===== config.mk =====
export PLATFORM = sky130hd
export DESIGN_NAME = security_serial_data_port_unit
export DESIGN_NICKNAME = d
export VERILOG_FILES = /design/src/hw/rtl/ssdp_pkg.sv /design/src/hw/rtl/security_serial_data_port_unit.sv
export SDC_FILE = /design/constraint.sdc
export NUM_CORES = 1
export LEC_CHECK = 0
export ABC_AREA = 1
export BUFFER_PORTS_ARGS = -buffer_cell sky130_fd_sc_hd__clkbuf_2
export CORE_ASPECT_RATIO = 0.7
export CORE_MARGIN = 1.5
export CORE_UTILIZATION = 45
export CTS_CLUSTER_SIZE = 14
export DETAILED_ROUTE_END_ITERATION = 10
export PLACE_DENSITY_LB_ADDON = 0.08
export SYNTH_ARGS = -nofsm -noshare
export SYNTH_HDL_FRONTEND = slang
export SYNTH_SLANG_ARGS = --single-unit

===== constraint.sdc =====
create_clock -name clk -period 1.82 [get_ports clk]
set_input_delay 0.182 -clock clk [delete_from_list [all_inputs] [get_ports clk]]
set_output_delay 0.182 -clock clk [all_outputs]
set_load 0.01 [all_outputs]

===== src/hw/rtl/ssdp_pkg.sv =====
// ----------------------------------------------------------------------------
// ssdp_pkg
// Shared types and codes for the security serial data port.
// ----------------------------------------------------------------------------
`default_nettype none

package ssdp_pkg;

  localparam int KeyW     = 64;
  localparam int CfgIdxW  = 1;
  localparam int OpcodeW  = 3;

  // Access codes
  localparam logic [OpcodeW-1:0] OpDataRead  = 3'd0;
  localparam logic [OpcodeW-1:0] OpByteWrite = 3'd1;
  localparam logic [OpcodeW-1:0] OpNibLatch  = 3'd2;
  localparam logic [OpcodeW-1:0] OpStrobe    = 3'd3;
  localparam logic [OpcodeW-1:0] OpCtrlWrite = 3'd4;
  localparam logic [OpcodeW-1:0] OpStatRead  = 3'd5;

  // Configuration register indexes
  localparam logic [CfgIdxW-1:0] CfgKeyLow  = 1'b0;
  localparam logic [CfgIdxW-1:0] CfgKeyHigh = 1'b1;

  // Control word bits
  localparam int CtrlSoundRstBit = 4;
  localparam int CtrlChipRstBit  = 5;

  typedef struct packed {
    logic [OpcodeW-1:0] opcode;
    logic [15:0]        write_data;
    logic [1:0]         byte_enables;
  } ssdp_in_t;

  typedef struct packed {
    logic [7:0] read_data;
    logic       status_flag;
    logic       sound_reset;
  } ssdp_out_t;

endpackage : ssdp_pkg

`default_nettype wire


===== src/hw/rtl/security_serial_data_port_unit.sv =====
// ----------------------------------------------------------------------------
// security_serial_data_port_unit
// Serial key port of a protection chip: hands out 16 key bytes one per strobe.
// ----------------------------------------------------------------------------
// Usage:
//   in_*   : one bus access per transaction (opcode, write data, byte lanes).
//   out_*  : one result per access: read data, status bit after the access,
//            sound reset line (bit 4 of the control word).
//   cfg_*  : key byte registers, index 0 = bytes 0..7, index 1 = bytes 8..15.
//            Write only with no access in flight (unenforced); always ready.
// Path: an accepted access lands in the input register, then its result is
//   registered in the result register and shown on out_*.
// Throughput: one access per cycle unless out_ready stalls; the two register
//   stages both advance when the result register is empty or being taken.
// Stall: when out_ready is low the result holds, the input register fills,
//   and in_ready drops once both are full.
// Reset (rst_n low, synchronous): pipeline empty, key registers, buffer,
//   key index, status, latched nibble and control word all zero.
// ----------------------------------------------------------------------------
`default_nettype none

module security_serial_data_port_unit
  import ssdp_pkg::*;
(
  input  wire logic               clk,
  input  wire logic               rst_n,
  // access channel
  input  wire logic               in_valid,
  output logic                    in_ready,
  input  wire ssdp_in_t           in_data,
  // result channel
  output logic                    out_valid,
  input  wire logic               out_ready,
  output ssdp_out_t               out_data,
  // configuration
  input  wire logic               cfg_valid,
  output logic                    cfg_ready,
  input  wire logic [CfgIdxW-1:0] cfg_index,
  input  wire logic [KeyW-1:0]    cfg_data
);

  logic [KeyW-1:0] key_lo_r, key_hi_r;
  logic [7:0]      buf_r, buf_nxt;
  logic [3:0]      idx_r, idx_nxt;
  logic            stat_r, stat_nxt;
  logic [3:0]      nib_r, nib_nxt;
  logic [15:0]     ctrl_r, ctrl_nxt;

  logic            s1_v_r;
  ssdp_in_t        s1_r;
  logic            out_v_r;
  ssdp_out_t       out_r, out_nxt;
  logic            s1_adv;

  logic [127:0]    keys;
  logic [7:0]      key_byte;
  logic [7:0]      wr_byte;
  logic            do_wr;
  logic [15:0]     lane_mask;
  logic            low_lane;

  assign s1_adv    = s1_v_r && (!out_v_r || out_ready);
  assign in_ready  = !s1_v_r || s1_adv;
  assign cfg_ready = 1'b1;
  assign out_valid = out_v_r;
  assign out_data  = out_r;

  assign keys     = {key_hi_r, key_lo_r};
  assign key_byte = keys[{idx_r, 3'b000} +: 8];
  assign low_lane = s1_r.byte_enables[0];
  assign lane_mask = {{8{s1_r.byte_enables[1]}}, {8{s1_r.byte_enables[0]}}};

  always_comb begin
    buf_nxt  = buf_r;
    idx_nxt  = idx_r;
    stat_nxt = stat_r;
    nib_nxt  = nib_r;
    ctrl_nxt = ctrl_r;
    do_wr    = 1'b0;
    wr_byte  = s1_r.write_data[7:0];
    out_nxt.read_data = 8'd0;

    case (s1_r.opcode)
      OpDataRead: begin
        out_nxt.read_data = buf_r;
        stat_nxt = 1'b1;
      end
      OpByteWrite: begin
        do_wr = low_lane;
      end
      OpNibLatch: begin
        if (low_lane) nib_nxt = s1_r.write_data[3:0];
      end
      OpStrobe: begin
        do_wr   = low_lane;
        wr_byte = {3'b000, ~s1_r.write_data[1], nib_r};
      end
      OpCtrlWrite: begin
        ctrl_nxt = (ctrl_r & ~lane_mask) | (s1_r.write_data & lane_mask);
        // chip reset on rising bit 5
        if (!ctrl_r[CtrlChipRstBit] && ctrl_nxt[CtrlChipRstBit]) begin
          idx_nxt  = 4'd0;
          stat_nxt = 1'b0;
          buf_nxt  = 8'd0;
        end
      end
      OpStatRead: begin
        out_nxt.read_data = {6'd0, stat_r, 1'b1};
      end
      default: begin
      end
    endcase

    if (do_wr) begin
      stat_nxt = wr_byte[4];
      if (!wr_byte[4]) begin
        if (wr_byte[3:0] != 4'd0) begin
          buf_nxt = wr_byte;
        end else begin
          buf_nxt = key_byte;
          idx_nxt = idx_r + 4'd1;
        end
      end
    end

    out_nxt.status_flag = stat_nxt;
    out_nxt.sound_reset = ctrl_nxt[CtrlSoundRstBit];
  end

  // control and architectural state
  always_ff @(posedge clk) begin
    if (!rst_n) begin
      s1_v_r   <= 1'b0;
      out_v_r  <= 1'b0;
      key_lo_r <= '0;
      key_hi_r <= '0;
      buf_r    <= '0;
      idx_r    <= '0;
      stat_r   <= 1'b0;
      nib_r    <= '0;
      ctrl_r   <= '0;
    end else begin
      if (in_ready) s1_v_r <= in_valid;
      if (s1_adv) begin
        out_v_r <= 1'b1;
      end else if (out_ready) begin
        out_v_r <= 1'b0;
      end
      if (cfg_valid && cfg_ready) begin
        case (cfg_index)
          CfgKeyLow:  key_lo_r <= cfg_data;
          CfgKeyHigh: key_hi_r <= cfg_data;
          default: begin
          end
        endcase
      end
      if (s1_adv) begin
        buf_r  <= buf_nxt;
        idx_r  <= idx_nxt;
        stat_r <= stat_nxt;
        nib_r  <= nib_nxt;
        ctrl_r <= ctrl_nxt;
      end
    end
  end

  // payload registers
  always_ff @(posedge clk) begin
    if (in_ready && in_valid) s1_r <= in_data;
    if (s1_adv) out_r <= out_nxt;
  end

  // ---------------------------------------------------------------------------
  // Assertions
  // ---------------------------------------------------------------------------
  a_accept_fills_s1: assert property (@(posedge clk) disable iff (!rst_n)
    (in_valid && in_ready) |=> s1_v_r)
    else $error("accepted access did not reach input register");

  a_s1_holds_on_stall: assert property (@(posedge clk) disable iff (!rst_n)
    (s1_v_r && out_v_r && !out_ready) |=> (s1_v_r && $stable(s1_r)))
    else $error("input register changed while result stalled");

  a_data_read_sets_status: assert property (@(posedge clk) disable iff (!rst_n)
    (s1_adv && s1_r.opcode == OpDataRead) |=> (out_v_r && out_r.status_flag))
    else $error("data read did not set status");

  a_status_read_format: assert property (@(posedge clk) disable iff (!rst_n)
    (s1_adv && s1_r.opcode == OpStatRead) |=>
      (out_r.read_data[0] && out_r.read_data[7:2] == 6'd0 &&
       out_r.read_data[1] == out_r.status_flag))
    else $error("status read data malformed");

endmodule : security_serial_data_port_unit

`default_nettype wire

==> results by group, run 1 <==
Status
  – Outcome: finished, final reports clean

Route
  – DRC: 0
  – Final ANT Viol Nets: 0
  – Average wire per standard cell: 14.3 µm
  – Routed vias: between 6000 and 7000
  – TritonRoute pass-1 iters: 5
  – Initial DRC count: approximately 520
  – Drt total wl: about 20000 µm
  – Via/cell ratio: slightly above 5

Global routing
  – First-pass GRT wire length: 32500 µm
  – Gr busiest metal: met2
  – Vias in the first global route: about 6400
  – Total Routing Usage GR: a little under a quarter
  – Antenna violations before repair: 0
  – Grt ovf: 0
  – Largest net degree at the start of global routing: 63
  – Met3 Usage GRT: under 10%
  – Met2 Usage GRT: around 38%
  – Met1 Track Usage GR: 33.4%

Timing
  – Peak Freq: 590 MHz
  – Final number of setup-violating endpoints: 0
  – Worst hold margin: between 0.01 and 0.015 ns
  – Final period util: 93.1%
  – Final Max Tran Viols: 0
  – Final hold violations: 0
  – Post-route minimum period: around 1.7 ns
  – Clock Skew: about 0.0094 ns

Synth
  – Async set or reset register ratio after synthesis: 0%
  – Most frequent cell after synthesis: o21ai_0
  – Register area share after synthesis: between 40% and 50%
  – Synthesized Nets: around 1100
  – Synth unique cells: 35
  – Synthesized netlist cell count: a little over 1000
  – Synth top area share: roughly two fifths
  – Yosys top cell by area: dfxtp_1
  – Commonest cells post-synth: 165 x o21ai_0, 151 x nor2_1, 149 x dfxtp_1
  – Synth Register Bits: between 150 and 200
  – Post-synth top flop: dfxtp_1
  – Post-Syn Area: 7510 µm²
  – Synth warn: 0
  – Post-synth EDFFs: 22
  – Synth area leaders: dfxtp_1 40%, o21ai_0 11%, edfxtp_1 8.8%
  – Mean post-synth cell area: between 7 and 8 µm²

Floorplan
  – DIE WIDTH: 157 µm
  – CORE AREA: approximately 16000 µm²
  – Ports: 104
  – Initial Util: 46.1%
  – Die ar.: around 17000 µm²
  – Die height: between 100 and 150 µm
  – FP Rows: 39

Placed design
  – Half-perimeter wire length after placement: 13100 µm
  – GPL Wtd Cong: 0.803
  – IO Port Bufs: 93
  – Cell count after placement: about 1300

Clock network
  – Root buffer cell: clkbuf_16
  – CTS tree: yes
  – Worst-skew pair later-pin latency: ~0.44 ns
  – H-tree depth: 4
  – Reg clk slew, reported paths: 0.07 ns
  – Clock buffer depth: 2
  – CTS sink count: around 170
  – Num CTS Buffers: 17

Worst setup path
  – Setup CP Type: reg -> reg
  – Crit-path max cell delay: 0.42 ns
  – CP top delay family: buffers and inverters
  – Reg-to-reg slack, setup: between 0.1 and 0.15 ns
  – Worst R2R Start: s1_r[20]$_DFFE_PP_
  – FF-to-FF path depth: 10
  – Bufs and invs on worst path: 4
  – Critical Path Source Type: flop
  – R2r endpoint: idx_r[1]$_SDFFE_PN0P_
  – CP Capture Type: flop
  – WP data required: roughly 2.2 ns
  – Arrival @ worst endpoint: slightly above 2 ns
  – Crit Path Max Fanout: 9
  – Crit-path cells: inv_2 -> buf_4 -> nand3_1 -> nor2_2 -> o21ai_4 -> inv_1 -> nand3_4 -> clkinv_2 -> nand2_1 -> a21oi_2
  – CP max stage cell: edfxtp_1

Final layout
  – Non-filler cells, final: ~1400
  – Area grow syn2layout: 22.4%
  – Antenna diode count: 0
  – Layout cells sized above 1: 15.2%
  – Final nets: 1235
  – Fillers: ~1600

Hold path
  – Worst Hold End: key_lo_r[30]$_SDFFE_PN0P_
  – Min-Delay Path Depth: 3
  – Worst Hold Class: in -> reg
  – Worst Min Path Start: cfg_data[30]

Power and ir drop
  – Leak pwr: between 3 and 4 nW
  – VDD IR-drop max: approximately 0.00057 V
  – Power Dens Cells: ~900 nW/µm²

Run
  – Max_cap viols: 0
-- repair_timing --
action | in CTS | in global routing
pin swaps | 0 | 2
endpoints found under the setup margin | 1 | 12
buffers inserted | 0 | 2
resized for setup | 4 | 7
hold buffers | 30 | 0
endpoints found under the hold margin | 30 | 0
cloned | 0 | 1
-- layout make-up --
type / count / area [µm²] / share of cell area [%]
repair buffers: 154 / 1090 / 11.8
inverters: 110 / 414 / 4.50
multi-input cells: 689 / 3240 / 35.2
flip-flops and latches: 171 / 3640 / 39.6
clock buffers: 18 / 429 / 4.67
well taps: 225 / 282 / 3.06
clock inverters: 14 / 100 / 1.09
-- registers in the layout, summed over array words and instances, names as in the netlist --
signal	count
buf_r	8
ctrl_r	2
idx_r	4
key_hi_r	64
key_lo_r	64
lane_mask	1
nib_r	4
out_data	10
out_valid	1
s1_r	11
s1_v_r	1
stat_r	1
-- tightest hold or removal path, stage by stage --
cell      delay [ns]
clkbuf_2        0.10
nor2_1          0.04
nor2_1          0.08
-- metrics by stage --
| stage | instance area, µm² | setup slack (ns) | TNS, ns | utilization, % | total power, W |
|---|---|---|---|---|---|
| after detailed placement | 8280 | 0.000805 | 0 | 50.8 | 0.00501 |
| final | 9190 | 0.125 | 0 | 56.4 | 0.00831 |
| after global routing | 9190 | -0.0143 | -0.0195 | 56.4 | 0.00867 |
| after CTS | 9130 | 0.0322 | 0 | 56.0 | 0.00834 |
| after floorplan | 7510 | 0.192 | 0 | - | 0.00470 |
| after global placement | 8280 | 0.0574 | 0 | 50.8 | 0.00500 |
-- worst max path at each step --
stage | from | to | slack [ns] | cells after the start
CTS | s1_r[20]$_DFFE_PP_ | idx_r[1]$_SDFFE_PN0P_ | 0.03 | 9
global placement | s1_r[20]$_DFFE_PP_ | idx_r[1]$_SDFFE_PN0P_ | 0.06 | 9
floorplan | s1_r[18]$_DFFE_PP_ | idx_r[0]$_SDFFE_PN0P_ | 0.19 | 5
global route | s1_r[20]$_DFFE_PP_ | buf_r[0]$_SDFFE_PN0P_ | -0.01 | 9
detailed placement | s1_r[20]$_DFFE_PP_ | idx_r[1]$_SDFFE_PN0P_ | 0.0008 | 9
finish | s1_r[20]$_DFFE_PP_ | idx_r[1]$_SDFFE_PN0P_ | 0.12 | 10
-- cells by family after synthesis --
group / Yosys count / synth area share (%)
AOI/OAI and AO/OA: 294 / 20.1
adders and majority gates: 1 / 0.167
buffers and inverters: 179 / 9.25
DFF: 171 / 48.5
other: 1 / 0.0499
and+or+nand+nor: 392 / 21.9
-- cells in the final DEF (no fill, tap or decap), drive strengths merged --
| master | n |
|---|---|
| clkbuf | 110 |
| o21bai | 1 |
| o211ai | 6 |
| dlygate4sd3 | 30 |
| edfxtp | 22 |
| nand4 | 2 |
| nand3 | 94 |
| nor2 | 152 |
| a21oi | 110 |
| inv | 106 |
| o21ai | 170 |
| a31o | 1 |
| clkinvlp | 4 |
| or2 | 1 |
| conb | 1 |
| nor3 | 2 |
| buf | 32 |
| nor4 | 1 |
| o31ai | 1 |
| nand2 | 141 |
| a31oi | 4 |
| a211oi | 1 |
| ha | 1 |
| dfxtp | 149 |
| clkinv | 14 |
-- metal layers --
metal  vias to the layer above  share of wire, %  wire, µm
li1                       3613                 -         -
met1                      3186                49      9740
met2                       152                45      9010
met3                        20               4.0       795
met4                         0               1.3       261
met5                         -                 0         0
-- power breakdown --
group / total (W) / internal, W / switching, W
clock: 0.00332 / 0.00174 / 0.00157
sequential: 0.00414 / 0.00405 / 0.0000877
combinational: 0.000857 / 0.000345 / 0.000512
No activity file was read; power rests on OpenSTA's default activity.
==> inputs of run 2 (changes only) <==
==> constraint.sdc (replaced) <==
create_clock -name clk -period 1.8 [get_ports clk]
set_input_delay 0.18 -clock clk [delete_from_list [all_inputs] [get_ports clk]]
set_output_delay 0.18 -clock clk [all_outputs]
set_load 0.01 [all_outputs]
==> results by group, run 2 (same netlist as run 1, synthesis figures left out) <==
Status
  – Outcome: finished, final reports clean

Final layout
  – Sequential cell area: 3640 µm² (unchanged)
  – Fillers: 1634 (-0.79%)
  – Biggest regs: key_hi_r: 64 flops, key_lo_r: 64 flops, s1_r: 11 flops
  – Area grow syn2layout: 23.0%
  – Area of the multi-input gates: 3250 µm² (+0.46%)
  – Most frequent cells in the layout: 164 x o21ai_0, 150 x nor2_1, 148 x dfxtp_1, 136 x nand2_1, 109 x a21oi_1
  – Antenna diode count: 0 (unchanged)
  – Final core utilization: 56.7% (+0.28 points)
  – Final nets: 1241 (+0.49%)
  – Layout cells sized above 1: 15.6% (+0.35 points)
  – Most common cell after layout, fill and taps aside: o21ai_0
  – Fin area: 9240 µm² (+0.49%)

Route
  – Initial DRC count: 522 (-0.19%)
  – Final ANT Viol Nets: 0 (unchanged)
  – TritonRoute pass-1 iters: 5 (unchanged)
  – DRC: 0 (unchanged)
  – Routed vias: 6846 (-1.8%)
  – Drt total wl: 19800 µm (about the same)
  – Average wire per standard cell: 14.3 µm (-0.44%)
  – Via/cell ratio: 4.94 (-2.2%)

Power and ir drop
  – VDD IR-drop max: 0.000544 V (-4.5%)
  – Leak pwr: 3.88 nW (+0.51%)
  – Power Dens Cells: 907 nW/µm² (+0.28%)

Placed design
  – Placed inst area: 8290 µm² (about the same)
  – GPL Wtd Cong: 0.820 (+2.2%)
  – IO Port Bufs: 93 (unchanged)
  – Half-perimeter wire length after placement: 13000 µm (-0.58%)

Worst setup path
  – Setup CP Type: reg -> reg
  – CP max stage cell: edfxtp_1
  – Crit-path max cell delay: 0.50 ns (+0.08 ns)
  – Arrival @ worst endpoint: 2.01 ns (-0.04 ns)
  – Crit-path cells: buf_4 -> nor2_1 -> nand4_1 -> or2_2 -> a21oi_1 -> nor2_1
  – Most frequent CP cell: nor2_1
  – WP data required: 2.12 ns (-0.05 ns)
  – Critical Path Source Type: flop
  – Crit Path Max Fanout: 5 (-4)
  – CP Capture Type: flop

Hold path
  – Worst Hold Class: in -> reg

Floorplan
  – Die ar.: 17500 µm² (unchanged)
  – FP Rows: 39 (unchanged)
  – Initial Util: 46.1% (unchanged)
  – Die height: 111 µm (unchanged)
  – Ports: 104 (unchanged)
  – CORE AREA: 16300 µm² (unchanged)
  – DIE WIDTH: 157 µm (unchanged)

Timing
  – Final period util: 93.8% (+0.69 points)
  – Final hold violations: 0 (unchanged)
  – Clock Skew: 0.00985 ns (+0.000431 ns)
  – Setup Total Neg Slack: 0 ns (unchanged)
  – Post-route minimum period: 1.69 ns (-0.00628 ns)
  – Final Max Tran Viols: 0 (unchanged)
  – RSZ-0062 raised after global routing: true
  – Worst hold margin: 0.0112 ns (-0.000181 ns)
  – Peak Freq: 592 MHz (+0.37%)
  – Final number of setup-violating endpoints: 0 (unchanged)

Global routing
  – Largest net degree at the start of global routing: 59 (-6.3%)
  – First-pass GRT wire length: 32000 µm (-1.6%)
  – Total Routing Usage GR: 23.6% (-0.30 points)
  – Vias in the first global route: 6329 (-1.3%)
  – Antenna violations before repair: 0 (unchanged)
  – Grt ovf: 0 (unchanged)

Clock network
  – Root buffer cell: clkbuf_16
  – Reg clk slew, reported paths: 0.07 ns (about the same)
  – CTS tree: yes
  – CTS sink count: 171 (unchanged)
  – Worst-skew pair later-pin latency: 0.43 ns (about the same)
  – H-tree depth: 4 (unchanged)
  – Num CTS Buffers: 17 (unchanged)
  – Clock buffer depth: 2 (unchanged)

Run
  – Max_cap viols: 0 (unchanged)
[run 2: layer usage]
layer,up-vias,global-route usage (%),routed length [µm]
met5,-,0,0
met2,126,36.7,8900
met3,18,3.91,741
met4,0,7.48,254
li1,3616,-,-
met1,3086,33.4,9910
[run 2: where the power goes]
group          total (W)  switching [W]  internal [W]  leakage, nW
clock            0.00332        0.00157       0.00175        0.242
sequential       0.00418      0.0000863       0.00410         1.44
combinational   0.000875       0.000523      0.000352         2.20
[run 2: timing repair]
item                       4_1_cts  5_1_grt
setup endpoints to repair        6       12
gates resized for setup          4        9
cloned                           0        1
hold buffers                    30        0
pin swaps                        0        3
buffers inserted                 0        6
hold endpoints to repair        30        0
[run 2: path summary, 6_finish.rpt]
path                             start                   endpoint  slack [ns]  cells past startpoint
min                       cfg_data[22]  key_lo_r[22]$_SDFFE_PN0P_        0.01                      3
max                 s1_r[18]$_DFFE_PP_      idx_r[0]$_SDFFE_PN0P_        0.11                      6
min reg2reg  key_hi_r[20]$_SDFFE_PN0P_  key_hi_r[20]$_SDFFE_PN0P_        0.45                      2
max reg2reg         s1_r[18]$_DFFE_PP_      idx_r[0]$_SDFFE_PN0P_        0.11                      6
[run 2: final cells by class]
cell class | instances | share of cell area (%)
Timing Repair Buffer | 160 | 12.1
Multi-Input combinational cell | 689 | 35.2
Clock buffer | 17 | 4.60
Sequential cell | 171 | 39.5
Inverter | 110 | 4.48
Clock inverter | 15 | 1.10
Tap cell | 225 | 3.05
[run 2: through the flow]
stage,worst slack [ns],std cells,total power [W]
after floorplan,0.172,1038,0.00475
after global placement,0.0394,1318,0.00505
after detailed placement,-0.00439,1318,0.00506
after CTS,0.0139,1380,0.00841
after global routing,-0.00768,1387,0.00876
final,0.111,1387,0.00838
[run 2: critical path: cells and delay by family, from the launching register on]
kind | cells | cell delay, ns
DFF | 1 | 0.50
buffers and inverters | 1 | 0.20
and+or+nand+nor | 4 | 0.71
AOI/OAI and AO/OA | 1 | 0.16
==> inputs of run 3 (changes only) <==
--- a/config.mk
+++ b/config.mk
@@ -13,6 +13,7 @@
 export CTS_CLUSTER_SIZE = 14
 export DETAILED_ROUTE_END_ITERATION = 10
 export PLACE_DENSITY_LB_ADDON = 0.08
+export SETUP_SLACK_MARGIN = 0.3
 export SYNTH_ARGS = -nofsm -noshare
 export SYNTH_HDL_FRONTEND = slang
 export SYNTH_SLANG_ARGS = --single-unit
==> results by group, run 3 (same netlist as run 1, synthesis figures left out) <==
Status
  – Outcome: finished, final reports clean

Clock network
  – Clock buffer depth: 2 (unchanged)
  – CTS tree: yes
  – Reg clk slew, reported paths: 0.07 ns (about the same)
  – Worst-skew pair later-pin latency: 0.43 ns (about the same)
  – Num CTS Buffers: 17 (unchanged)
  – H-tree depth: 4 (unchanged)
  – Root buffer cell: clkbuf_16
  – CTS sink count: 171 (unchanged)

Worst setup path
  – WP data required: 2.13 ns (about the same)
  – Arrival @ worst endpoint: 1.98 ns (-0.03 ns)
  – Most frequent CP cell: nand3_4
  – Critical Path Source Type: flop
  – CP Capture Type: flop
  – Crit-path max cell delay: 0.43 ns (-0.07 ns)
  – Crit Path Max Fanout: 6 (+1)
  – Worst R2R Start: s1_r[19]$_DFFE_PP_
  – CP top delay family: simple AND/OR/NAND/NOR gates
  – Reg-to-reg slack, setup: 0.15 ns (+0.04 ns)
  – FF-to-FF path depth: 9 (+3)
  – Bufs and invs on worst path: 1 (unchanged)
  – CP max stage cell: edfxtp_1
  – Crit-path cells: nand3_4 -> buf_4 -> nand2_1 -> o21ai_2 -> nand2_2 -> nor2_8 -> nand3_4 -> a21oi_2 -> nor2_1
  – Setup CP Type: reg -> reg
  – R2r endpoint: idx_r[0]$_SDFFE_PN0P_

Final layout
  – Area grow syn2layout: 28.1%
  – Final nets: 1252 (+0.89%)
  – Fin area: 9620 µm² (+4.1%)
  – Fillers: 1603 (-1.9%)
  – Most common cell after layout, fill and taps aside: o21ai_0
  – Final core utilization: 59.0% (+2.3 points)
  – Antenna diode count: 0 (unchanged)
  – Biggest regs: key_hi_r: 64 flops, key_lo_r: 64 flops, s1_r: 11 flops
  – Most frequent cells in the layout: 157 x o21ai_0, 150 x nor2_1, 148 x dfxtp_1, 133 x nand2_1, 102 x a21oi_1
  – Layout cells sized above 1: 18.8% (+3.3 points)

Timing
  – Clock Skew: 0.0117 ns (+0.00184 ns)
  – Worst hold margin: 0.0108 ns (-0.000390 ns)
  – Slew margin rel.: about 40%
  – Final period util: 91.7% (-2.2 points)
  – Worst slew pin tran: 0.907 ns
  – Peak Freq: 606 MHz (+2.4%)
  – Final hold violations: 0 (unchanged)
  – Post-route minimum period: 1.65 ns (-0.0390 ns)
  – Final Max Tran Viols: 0 (unchanged)
  – Final number of setup-violating endpoints: 0 (unchanged)
  – Setup Total Neg Slack: 0 ns (unchanged)
  – RSZ-0062 raised after global routing: true

Floorplan
  – Die height: 111 µm (unchanged)
  – DIE WIDTH: 157 µm (unchanged)
  – CORE AREA: 16300 µm² (unchanged)
  – Initial Util: 46.1% (unchanged)
  – Die ar.: 17500 µm² (unchanged)
  – FP Rows: 39 (unchanged)
  – Ports: 104 (unchanged)

Placed design
  – GPL Wtd Cong: 0.817 (-0.43%)
  – Placed inst area: 8330 µm² (+0.56%)
  – Half-perimeter wire length after placement: 12900 µm (-0.50%)
  – IO Port Bufs: 93 (unchanged)

Power and ir drop
  – Leak pwr: 4.06 nW (+4.7%)
  – Power Dens Cells: 933 nW/µm² (+2.9%)
  – Overall Power: 0.00897 W (+7.1%)
  – VDD IR-drop max: 0.000500 V (-8.1%)

Hold path
  – Min-Delay Path Depth: 3 (unchanged)
  – Worst Min Path Start: cfg_data[22]
  – Worst Hold Class: in -> reg
  – Worst Hold End: key_lo_r[22]$_SDFFE_PN0P_

Route
  – Initial DRC count: 513 (-1.7%)
  – Average wire per standard cell: 14.6 µm (+2.1%)
  – Final ANT Viol Nets: 0 (unchanged)
  – Routed vias: 7037 (+2.8%)
  – Drt total wl: 20400 µm (+2.9%)
  – TritonRoute pass-1 iters: 5 (unchanged)
  – Via/cell ratio: 5.03 (+2.0%)
  – DRC: 0 (unchanged)

Run
  – Max_cap viols: 0 (unchanged)

Global routing
  – Grt ovf: 0 (unchanged)
  – Total Routing Usage GR: 23.8% (+0.19 points)
  – Antenna violations before repair: 0 (unchanged)
  – Vias in the first global route: 6348 (+0.30%)
  – First-pass GRT wire length: 32400 µm (+1.1%)
  – Largest net degree at the start of global routing: 105 (+78%)
==> run 3: how the worst max path moves through the flow <==
stage / from / end / slack, ns / cells past startpoint
CTS: s1_r[20]$_DFFE_PP_ / idx_r[0]$_SDFFE_PN0P_ / 0.18 / 9
floorplan: s1_r[20]$_DFFE_PP_ / idx_r[1]$_SDFFE_PN0P_ / 0.23 / 10
finish: s1_r[19]$_DFFE_PP_ / idx_r[0]$_SDFFE_PN0P_ / 0.15 / 9
detailed placement: s1_r[20]$_DFFE_PP_ / idx_r[1]$_SDFFE_PN0P_ / 0.09 / 10
global route: s1_r[20]$_DFFE_PP_ / idx_r[0]$_SDFFE_PN0P_ / 0.03 / 9
global placement: s1_r[20]$_DFFE_PP_ / idx_r[1]$_SDFFE_PN0P_ / 0.12 / 10
==> run 3: through the flow <==
stage / worst slack, ns / cells
after floorplan: 0.228 / 1038
after global placement: 0.118 / 1319
after detailed placement: 0.0892 / 1319
after CTS: 0.178 / 1390
after global routing: 0.0254 / 1398
final: 0.150 / 1398
==> run 3: repair_timing <==
item	in CTS	in global routing
buffers inserted	3	6
gates cloned	1	2
endpoints found under the hold margin	36	0
hold buffers	35	0
pin swaps	14	5
endpoints found under the setup margin	14	20
gates resized for setup	15	36
==> run 3: area by class of cell <==
cell class	instances	area (µm²)	area share (%)
clock buffer	23	492	5.11
clock inverter	9	134	1.39
inverter	110	425	4.42
multi-input combinational	689	3360	34.9
sequential	171	3650	37.9
tap	225	282	2.93
timing repair buffer	171	1280	13.3
==> run 3: per-layer routing <==
| metal | wire length, µm | global-route usage [%] | vias to the layer above |
|---|---|---|---|
| met4 | 189 | 6.04 | 0 |
| li1 | - | - | 3649 |
| met2 | 9370 | 37.4 | 155 |
| met1 | 9890 | 33.5 | 3221 |
| met3 | 937 | 4.50 | 12 |
| met5 | 0 | 0 | - |
==> run 3: worst register-to-register path, stage by stage (launching register included) <==
cell,delay (ns)
edfxtp_1,0.43
nand3_4,0.15
buf_4,0.14
nand2_1,0.06
o21ai_2,0.08
nand2_2,0.15
nor2_8,0.19
nand3_4,0.14
a21oi_2,0.15
nor2_1,0.05
==> run 3: report_power, final <==
part / internal (W) / switching (W) / total [W]
sequential: 0.00409 / 0.0000868 / 0.00418
clock: 0.00235 / 0.00153 / 0.00389
combinational: 0.000361 / 0.000541 / 0.000902
total: 0.00681 / 0.00216 / 0.00897
